[src/hw/rtl/shdm_pkg.sv]
// Shared types and constants for the string hashed direct map.
// Used by shdm_rem_unit, string_hashed_direct_map and the testbench; depends on nothing.
`default_nettype none

package shdm_pkg;

  localparam int TABLE_DEPTH_DEF = 256;
  localparam int HANDLE_BITS_DEF = 32;

  localparam int HASH_MUL = 71;
  localparam int POS_MUL  = 37;

  localparam int CFG_W        = 9;
  localparam int CHAR_W       = 8;
  localparam int HANDLE_W     = 32;
  localparam int SLOT_W       = 8;
  localparam int DIVIDEND_W   = 16;
  localparam int STEP_W       = 5;
  localparam int SIZE_RESET   = 256;
  localparam int SIZE_LIMIT   = 511;

  localparam logic MODE_INSERT = 1'b0;
  localparam logic MODE_FIND   = 1'b1;

  typedef struct packed {
    logic                mode;
    logic [CHAR_W-1:0]   key_char;
    logic                key_last;
    logic [HANDLE_W-1:0] handle;
  } in_item_t;

  typedef struct packed {
    logic                found;
    logic [HANDLE_W-1:0] slot_handle_out;
    logic [SLOT_W-1:0]   slot_index;
  } out_item_t;

  typedef struct packed {
    logic              start;
    logic [STEP_W-1:0] steps;
  } rem_req_t;

endpackage

`default_nettype wire

[src/hw/rtl/shdm_rem_unit.sv]
// Restoring remainder unit, one quotient bit per cycle, MSB first.
// Depends on shdm_pkg for the request struct and dividend width.
`default_nettype none

module shdm_rem_unit #(
  parameter int DIVISOR_BITS = 9
) (
  input  wire logic                              clk_i,
  input  wire logic                              rst_ni,
  input  wire shdm_pkg::rem_req_t                req_i,
  input  wire logic [shdm_pkg::DIVIDEND_W-1:0]   dividend_i,
  input  wire logic [DIVISOR_BITS-1:0]           divisor_i,
  output logic [DIVISOR_BITS-1:0]                rem_o,
  output logic                                   done_o
);

  localparam int DW = shdm_pkg::DIVIDEND_W;

  logic [shdm_pkg::STEP_W-1:0] cnt_d, cnt_q;
  logic [DIVISOR_BITS-1:0]     rem_d, rem_q;
  logic [DW-1:0]               dvd_d, dvd_q;
  logic [DIVISOR_BITS:0]       trial;
  logic [DIVISOR_BITS:0]       diff;
  logic                        fits;

  assign trial = {rem_q, dvd_q[DW-1]};
  assign diff  = trial - {1'b0, divisor_i};
  assign fits  = trial >= {1'b0, divisor_i};

  always_comb begin
    cnt_d = cnt_q;
    rem_d = rem_q;
    dvd_d = dvd_q;
    if (req_i.start) begin
      cnt_d = req_i.steps;
      rem_d = '0;
      dvd_d = dividend_i;
    end else if (cnt_q != '0) begin
      cnt_d = cnt_q - 1'b1;
      rem_d = fits ? diff[DIVISOR_BITS-1:0] : trial[DIVISOR_BITS-1:0];
      dvd_d = {dvd_q[DW-2:0], 1'b0};
    end
  end

  always_ff @(posedge clk_i or negedge rst_ni) begin
    if (!rst_ni) begin
      cnt_q <= '0;
    end else begin
      cnt_q <= cnt_d;
    end
  end

  always_ff @(posedge clk_i) begin
    rem_q <= rem_d;
    dvd_q <= dvd_d;
  end

  assign rem_o  = rem_q;
  assign done_o = (cnt_q == '0);

endmodule

`default_nettype wire

[config.mk]
export PLATFORM = sky130hd
export DESIGN_NAME = shdm_rem_unit
export DESIGN_NICKNAME = d
export VERILOG_FILES = /design/src/hw/rtl/shdm_pkg.sv /design/src/hw/rtl/shdm_rem_unit.sv
export SDC_FILE = /design/constraint.sdc
export NUM_CORES = 1
export LEC_CHECK = 0
export ABC_AREA = 1
export BUFFER_PORTS_ARGS = -buffer_cell sky130_fd_sc_hd__buf_2
export CAP_MARGIN = 5
export CORE_MARGIN = 3
export CORE_UTILIZATION = 48
export CTS_CLUSTER_SIZE = 14
export DETAILED_ROUTE_END_ITERATION = 7
export MAX_ROUTING_LAYER = met4
export PLACE_DENSITY_LB_ADDON = 0.12
export SYNTH_ARGS = -nofsm -noshare
export SYNTH_HDL_FRONTEND = slang
export SYNTH_SLANG_ARGS = --single-unit
[constraint.sdc]
create_clock -name clk_i -period 2.09 [get_ports clk_i]
set_clock_uncertainty 0.15 [all_clocks]
set_input_delay 0.1045 -clock clk_i [delete_from_list [all_inputs] [get_ports clk_i]]
set_output_delay 0.1045 -clock clk_i [all_outputs]
set_load 0.02 [all_outputs]
# Word level (Yosys, flattened, before mapping)
# Index checks and enable logic that the tools add are counted.
# word_totals
regBits	30
word_cells	14
out_inout_bits	10
# classes
order_cmp	1
n_reduce_logical	3
addsub	2
mux	5
# op_table
operator	count
16-bit 2-to-1 mux	2
10-bit by 9-bit greater-or-equal comparator with 1-bit output	1
5-bit 2-to-1 mux	2
9-bit 2-to-1 mux	1
9-bit subtractor	1
5-bit zero test	1
5-bit nonzero test	1
5-bit by 1-bit subtractor with 5-bit output (second input constant)	1
2-bit nonzero test	1

# Logic depth before layout (Yosys ltp)
# Gate-level depths: netlist of the first run.
# depth
ltp_word	3
depth_mapped	13

# Worst setup path before layout of the first run
# Ideal clock, no wire load.
# synth_path
path_type	register to register
from	register cnt_q[0] in the netlist's numbering
to	register dvd_q[0], enable pin
required_ns	1.625
path_slack_ns	0.220
stages_incl_launch_ff	9
synth_period_minus_slack_ns	1.870
path_buffers	1
arrival_ns	1.405
path_cell_list	dfrtp_1 inv_1 ha_1 nand2_1 nor2_1 nand2_1 nor2_1 buf_2 inv_1
# synth_between
elab_chain_len	2
# synth_rtl
item	line_no	source
start, declared	shdm_rem_unit.sv:19	logic [shdm_pkg::STEP_W-1:0] cnt_d, cnt_q;
start signal, assigned	shdm_rem_unit.sv:49	cnt_q <= cnt_d;
5-bit nonzero test	shdm_rem_unit.sv:38	end else if (cnt_q != '0) begin
2-bit nonzero test (no source line)	-	
end signal, assigned	shdm_rem_unit.sv:55	dvd_q <= dvd_d;
end, declared	shdm_rem_unit.sv:21	logic [DW-1:0] dvd_d, dvd_q;
# No other way between the ends.
# A chain may end at the register's enable or synchronous reset.

# Worst setup path in the final report of the first run
# layout_path
from	register cnt_q[0] in the netlist's numbering
to	register dvd_q[15], enable pin
# Same word-level chain as after synthesis.

==> key figures, run 1 <==
Yosys
  – Yosys warning total: 0
  – Synth Flop Type: edfxtp_1
  – Mapped Nets: 289
  – Post-synthesis instance total: 245
  – EDFF count, synth: 16
  – Post-synth cell types: 28
  – Share of the synthesized area in the top cell type: 25.8%
  – Netlist Area Pre-Place: 0.00187 mm²
  – Largest cells by area after synthesis: edfxtp_1 (26%), nand2_1 (22%), dfxtp_1 (9.7%), dfrtp_1 (6.7%), ha_1 (6.7%)
  – Asr flop ratio synth: 16.7%
  – Mapped Avg Cell Area: 7.61 µm²
  – Seq cells post-synth: 30
  – Cell accounting for the most synthesized area: edfxtp_1
  – Most frequent cells after synthesis: nand2_1 (111), inv_1 (31), nand3_1 (17)
  – Count leader, synth: nand2_1
  – Register area share after synthesis: 42.1%

Outcome
  – Outcome: completed

GRT
  – Vias in the first global route: 1495
  – First-pass GRT wire length: 6.57 mm
  – Largest net degree at the start of global routing: 18
  – All-Layer GR Usage: 19.5%
  – Grt total ovfl: 0
  – Initial antenna violation count: 0

Cells and area
  – Share of layout cells above drive strength 1: 21.1%
  – Final core occ: 66.2%
  – Diodes inserted: 0
  – Number of nets in the layout: 360
  – Register area: 786 µm²
  – Area of the multi-input gates: 937 µm²
  – Finished Layout Cells: 365
  – Synth-to-Final Area Change: 31.8%
  – Fill cells: 331

STA
  – Final Cycle Share: 91.0%
  – Worst-Margin Slew: 0.601 ns
  – Hold Slack: 0.0173 ns
  – Unrepaired setup endpoints after global routing: false
  – Rel. slew slack: 59.9%
  – Final setup viols: 0
  – Max-slew violation count: 0
  – Endpoints failing hold: 0
  – Fmax: 0.526 GHz
  – Setup_tns: 0 ns
  – Fin crit period: 1.90 ns

Clocking
  – Skew-Pair Late Insertion Delay: 0.28 ns
  – Reg clk slew, reported paths: 0.07 ns
  – Bufs on Longest Clock Path: 2
  – CTS root buffer: clkbuf_8
  – Post-CTS setup buffer count: 0
  – H-tree levels: 2
  – Clk sinks: 30
  – CTS tree: built
  – CTS Buf Count: 5

Detailed routing
  – Routed vias: 1682
  – TritonRoute pass-1 iters: 5
  – Iter 0 DRT Violations: 63
  – # DRC: 0
  – Via/cell ratio: 4.61
  – Antenna viol nets, final: 0
  – Final WL: 4.06 mm
  – Routed len/inst: 11.1 µm

Placed design
  – DP Cell Count: 334
  – DP HPWL: 2.72 mm
  – Port bufs: 42
  – Routability Congestion: 0.765

Floorplanning
  – Die area: 0.00467 mm²
  – Starting density of the core: 50.2%
  – Number of I/O pins: 43
  – Die Span Y: 68.3 µm
  – Core box area: 0.00372 mm²
  – Die Width: 68.3 µm
  – Std cell rows: 22

Job
  – Max_cap viols: 0

Setup path
  – Crit path from: cnt_q[0]
  – R2R Path Start: cnt_q[0]
  – Worst EP arrival: 1.67 ns
  – Crit start category: register
  – CP Capture Type: register
  – Kind of critical path: register to register
  – Req. time, crit path: 1.85 ns
  – Crit-path max FO: 16

Pwr
  – Leakage: 1.35 nW
  – Peak supply drop: 0.532 mV
  – PD cells: 966 mW/mm²

Hold path
  – HP Class: primary input to asynchronous set/reset pin
## cells by family (layout without fill, tap and decap cells)
kind of cell               count (synthesis)  in the layout  synth area share (%)
AOI/OAI and AO/OA                         10             10                  3.69
xor gates and xnor gates                   5              5                  2.35
adders and majority gates                 11             11                  7.78
buffers and inverters                     37            108                  8.25
DFF                                       30             30                  42.1
and+or+nand+nor                          152            153                  35.8
## worst paths after layout
path / depth (start not counted) / endpoint / slack [ns]
max: 7 / dvd_q[15] / 0.19
min: 2 / cnt_q[4] / 0.02
max reg2reg: 7 / dvd_q[15] / 0.19
min reg2reg: 2 / rem_o[7] / 0.34
max in group asynchronous: 2 / cnt_q[1] / 1.64
min in group clk_i: 3 / dvd_q[8] / 0.05
## cells in the final DEF, fill, tap and decap left out, drive strengths merged
cell type / netlist / final
a21oi: 4 / 4
a22oi: 1 / 1
buf: 1 / 45
bufinv: 1 / 1
clkbuf: 3 / 5
clkinv: 0 / 2
clkinvlp: 0 / 1
dfrtp: 5 / 5
dfxtp: 9 / 9
dlygate4sd3: 0 / 22
edfxtp: 16 / 16
fa: 1 / 1
ha: 10 / 10
inv: 32 / 32
nand2: 116 / 117
nand3: 18 / 18
nand3b: 9 / 9
nor2: 7 / 7
nor3: 1 / 1
o211ai: 1 / 1
o21ai: 3 / 3
o31ai: 1 / 1
or2: 1 / 1
xnor2: 3 / 3
xor2: 2 / 2
## power by group
part	total, W	internal [W]	leakage, nW	switching, W
Combinational	0.00108	0.000448	0.994	0.000631
Sequential	0.000846	0.000754	0.311	0.0000927
Clock	0.000449	0.000227	0.0416	0.000222
## worst max-delay path, cell delays in order, from the launching register on
cell	delay, ns
dfrtp_1	0.36
inv_1	0.07
ha_1	0.22
nand2_1	0.07
nor2_1	0.05
nand2_1	0.10
nor2_1	0.06
inv_1	0.45
## routing by layer
| layer | part of all wire, % | track usage, % |
|---|---|---|
| met1 | 45 | 22.6 |
| met2 | 50 | 33.3 |
| met3 | 3.6 | 3.28 |
| met4 | 1.6 | 8.19 |
| met5 | 0 | - |
## stage by stage
stage                     worst slack [ns]  area [µm²]  power, W
after floorplan                      0.220        1870   0.00164
after CTS                            0.107        2450   0.00238
after detailed placement             0.111        2140   0.00189
final                                0.188        2460   0.00237
after global routing                0.0177        2460   0.00258
after global placement               0.144        2140   0.00189
## sequential cells by signal, indices dropped and copies added (netlist names)
signal,count
dvd_q,16
rem_o,9
cnt_q,5
## final cells by class
| cell class | instances | share of cell area (%) |
|---|---|---|
| multi-input cells | 179 | 38.1 |
| well taps | 48 | 2.44 |
| repair buffers | 67 | 18.4 |
| flip-flops and latches | 30 | 32.0 |
| inverters | 33 | 5.60 |
| clock buffers | 5 | 2.80 |
| clock inverters | 3 | 0.662 |
## repair_timing
action | in CTS | in global routing
hold endpoints to repair | 26 | 0
hold buffers | 22 | 0
setup endpoints to repair | 0 | 9
resized for setup | 0 | 2
No activity file was read; power rests on OpenSTA's default activity.
==> run 2, diff against run 1 <==
==> constraint.sdc (replaced) <==
create_clock -name clk_i -period 1.75 [get_ports clk_i]
set_clock_uncertainty 0.15 [all_clocks]
set_input_delay 0.0875 -clock clk_i [delete_from_list [all_inputs] [get_ports clk_i]]
set_output_delay 0.0875 -clock clk_i [all_outputs]
set_load 0.02 [all_outputs]
==> run 2 against run 1 <==
The run now ends with negative setup slack left. Maximum frequency rose by 2.8%. Sequential power rose by 18%. Wire length increased by 9.2%. Largest power group unchanged.
==> key figures, run 2 (synthesis gave the netlist of run 1 again) <==
Setup path
  – CP Capture Type: register
  – Crit-path max FO: 6
  – Kind of critical path: register to register
  – Req. time, crit path: 1.82 ns
  – Worst EP arrival: 1.92 ns
  – Crit start category: register

STA
  – Fmax: 0.540 GHz
  – Max-slew violation count: 0
  – Final worst slack: -0.100 ns
  – Endpoints failing hold: 0
  – Worst-Margin Slew: 0.365 ns
  – Rel. slew slack: 75.6%
  – Unrepaired setup endpoints after global routing: true
  – Final setup viols: 15
  – Fin crit period: 1.85 ns
  – Final Cycle Share: 106%

Clocking
  – Reg clk slew, reported paths: 0.06 ns
  – CTS Buf Count: 5
  – CTS tree: built
  – Clk sinks: 30
  – H-tree levels: 2
  – Skew-Pair Late Insertion Delay: 0.27 ns
  – CTS root buffer: clkbuf_8
  – Bufs on Longest Clock Path: 2

Cells and area
  – Most common cell after layout, fill and taps aside: nand2_1
  – Design Area, Final: 0.00275 mm²
  – Max reg flops: 16
  – Final core occ: 74.1%
  – Diodes inserted: 0
  – Register bank with the most flops: dvd_q
  – Number of nets in the layout: 380
  – Synth-to-Final Area Change: 47.6%
  – Commonest cells after routing, fill and taps aside: nand2_1 (102), buf_2 (41), inv_1 (25)
  – Fill cells: 284
  – Share of layout cells above drive strength 1: 30.6%

Detailed routing
  – # DRC: 0
  – Final WL: 4.43 mm
  – Iter 0 DRT Violations: 58
  – Antenna viol nets, final: 0
  – TritonRoute pass-1 iters: 4
  – Routed len/inst: 11.5 µm
  – Routed vias: 1824
  – Via/cell ratio: 4.74

Placed design
  – Routability Congestion: 0.815
  – DP HPWL: 2.95 mm
  – Dpl cell area: 0.00228 mm²
  – Port bufs: 42

Floorplanning
  – Die area: 0.00467 mm²
  – Die Width: 68.3 µm
  – Die Span Y: 68.3 µm
  – Number of I/O pins: 43
  – Std cell rows: 22
  – Core box area: 0.00372 mm²
  – Starting density of the core: 50.2%

Hold path
  – HP Class: primary input to asynchronous set/reset pin

GRT
  – Grt total ovfl: 0
  – All-Layer GR Usage: 20.6%
  – Initial antenna violation count: 0
  – First-pass GRT wire length: 6.93 mm
  – Largest net degree at the start of global routing: 23
  – Vias in the first global route: 1602

Outcome
  – Failing checks: negative setup slack
  – Outcome: complete, but fails checks

Pwr
  – Peak supply drop: 0.731 mV
  – PD cells: 1150 mW/mm²
  – Leakage: 1.47 nW

Job
  – Max_cap viols: 0
## run 2: cell types whose count changed in the layout (fill, tap and decap cells not counted), moves of 3 or more
| cell | change |
|---|---|
| buf_4 | +16 |
| nand2_2 | +4 |
| inv_1 | -6 |
| nand2_1 | -8 |
| inv_2 | +5 |
| clkbuf_1 | +3 |
| nand2_4 | +4 |
## run 2: worst max-delay path, stage by stage, from the launching register on
cell,delay (ns)
edfxtp_1,0.37
inv_2,0.09
ha_4,0.12
inv_2,0.04
fa_2,0.34
nand2_2,0.08
nand2_4,0.06
nand3_4,0.08
nand2_4,0.09
nand2_8,0.09
nand2_4,0.07
nand2_1,0.08
nand3_1,0.08
nand2_1,0.06
## run 2: final timing paths
check,start,end,slack (ns),depth (start not counted)
max,dvd_q[15],rem_o[5],-0.10,13
min,rst_ni,cnt_q[0],0.005,2
max reg2reg,dvd_q[15],rem_o[5],-0.10,13
min reg2reg,rem_o[1],rem_o[1],0.34,2
max in group asynchronous,rst_ni,cnt_q[4],1.31,2
min in group clk_i,divisor_i[0],rem_o[0],0.10,5
## run 2: area by class of cell
class / count / area [µm²] / area share (%)
clock buffers: 8 / 80.1 / 2.91
well taps: 48 / 60.1 / 2.18
inverters: 33 / 141 / 5.13
repair buffers: 86 / 636 / 23.1
flip-flops and latches: 30 / 786 / 28.5
multi-input cells: 180 / 1050 / 38.2
## run 2: routing by layer
layer	vias up	global-route usage, %	wire length (µm)
li1	955	-	-
met1	833	24.6	1960
met2	31	35.1	2310
met3	5	4.60	120
met4	0	5.21	40
met5	-	-	0
## run 2: metrics by stage
step | hold slack [ns] | std cells | power (W) | setup slack, ns | setup TNS [ns]
6_report | 0.00507 | 385 | 0.00316 | -0.100 | -0.849
5_1_grt | 0.00684 | 385 | 0.00342 | -0.232 | -3.23
4_1_cts | 0.00188 | 382 | 0.00300 | -0.0954 | -0.802
3_5_place_dp | -0.236 | 349 | 0.00240 | -0.152 | -1.25
3_3_place_gp | -0.238 | 349 | 0.00239 | -0.117 | -0.913
2_1_floorplan | -0.358 | 245 | 0.00197 | -0.0955 | -1.64
## run 2: what timing repair did
item | CTS | global route
hold endpoints to repair | 26 | 0
gates resized for setup | 7 | 24
endpoints found under the setup margin | 26 | 28
pin swaps | 2 | 9
hold buffers | 22 | 0
setup buffers | 1 | 2
gates cloned | 2 | 1
## run 2: report_power, final
group | leakage (nW) | internal, W | switching (W)
registers | 0.311 | 0.000901 | 0.0000978
clock network | 0.0395 | 0.000282 | 0.000239
logic | 1.12 | 0.000712 | 0.000926
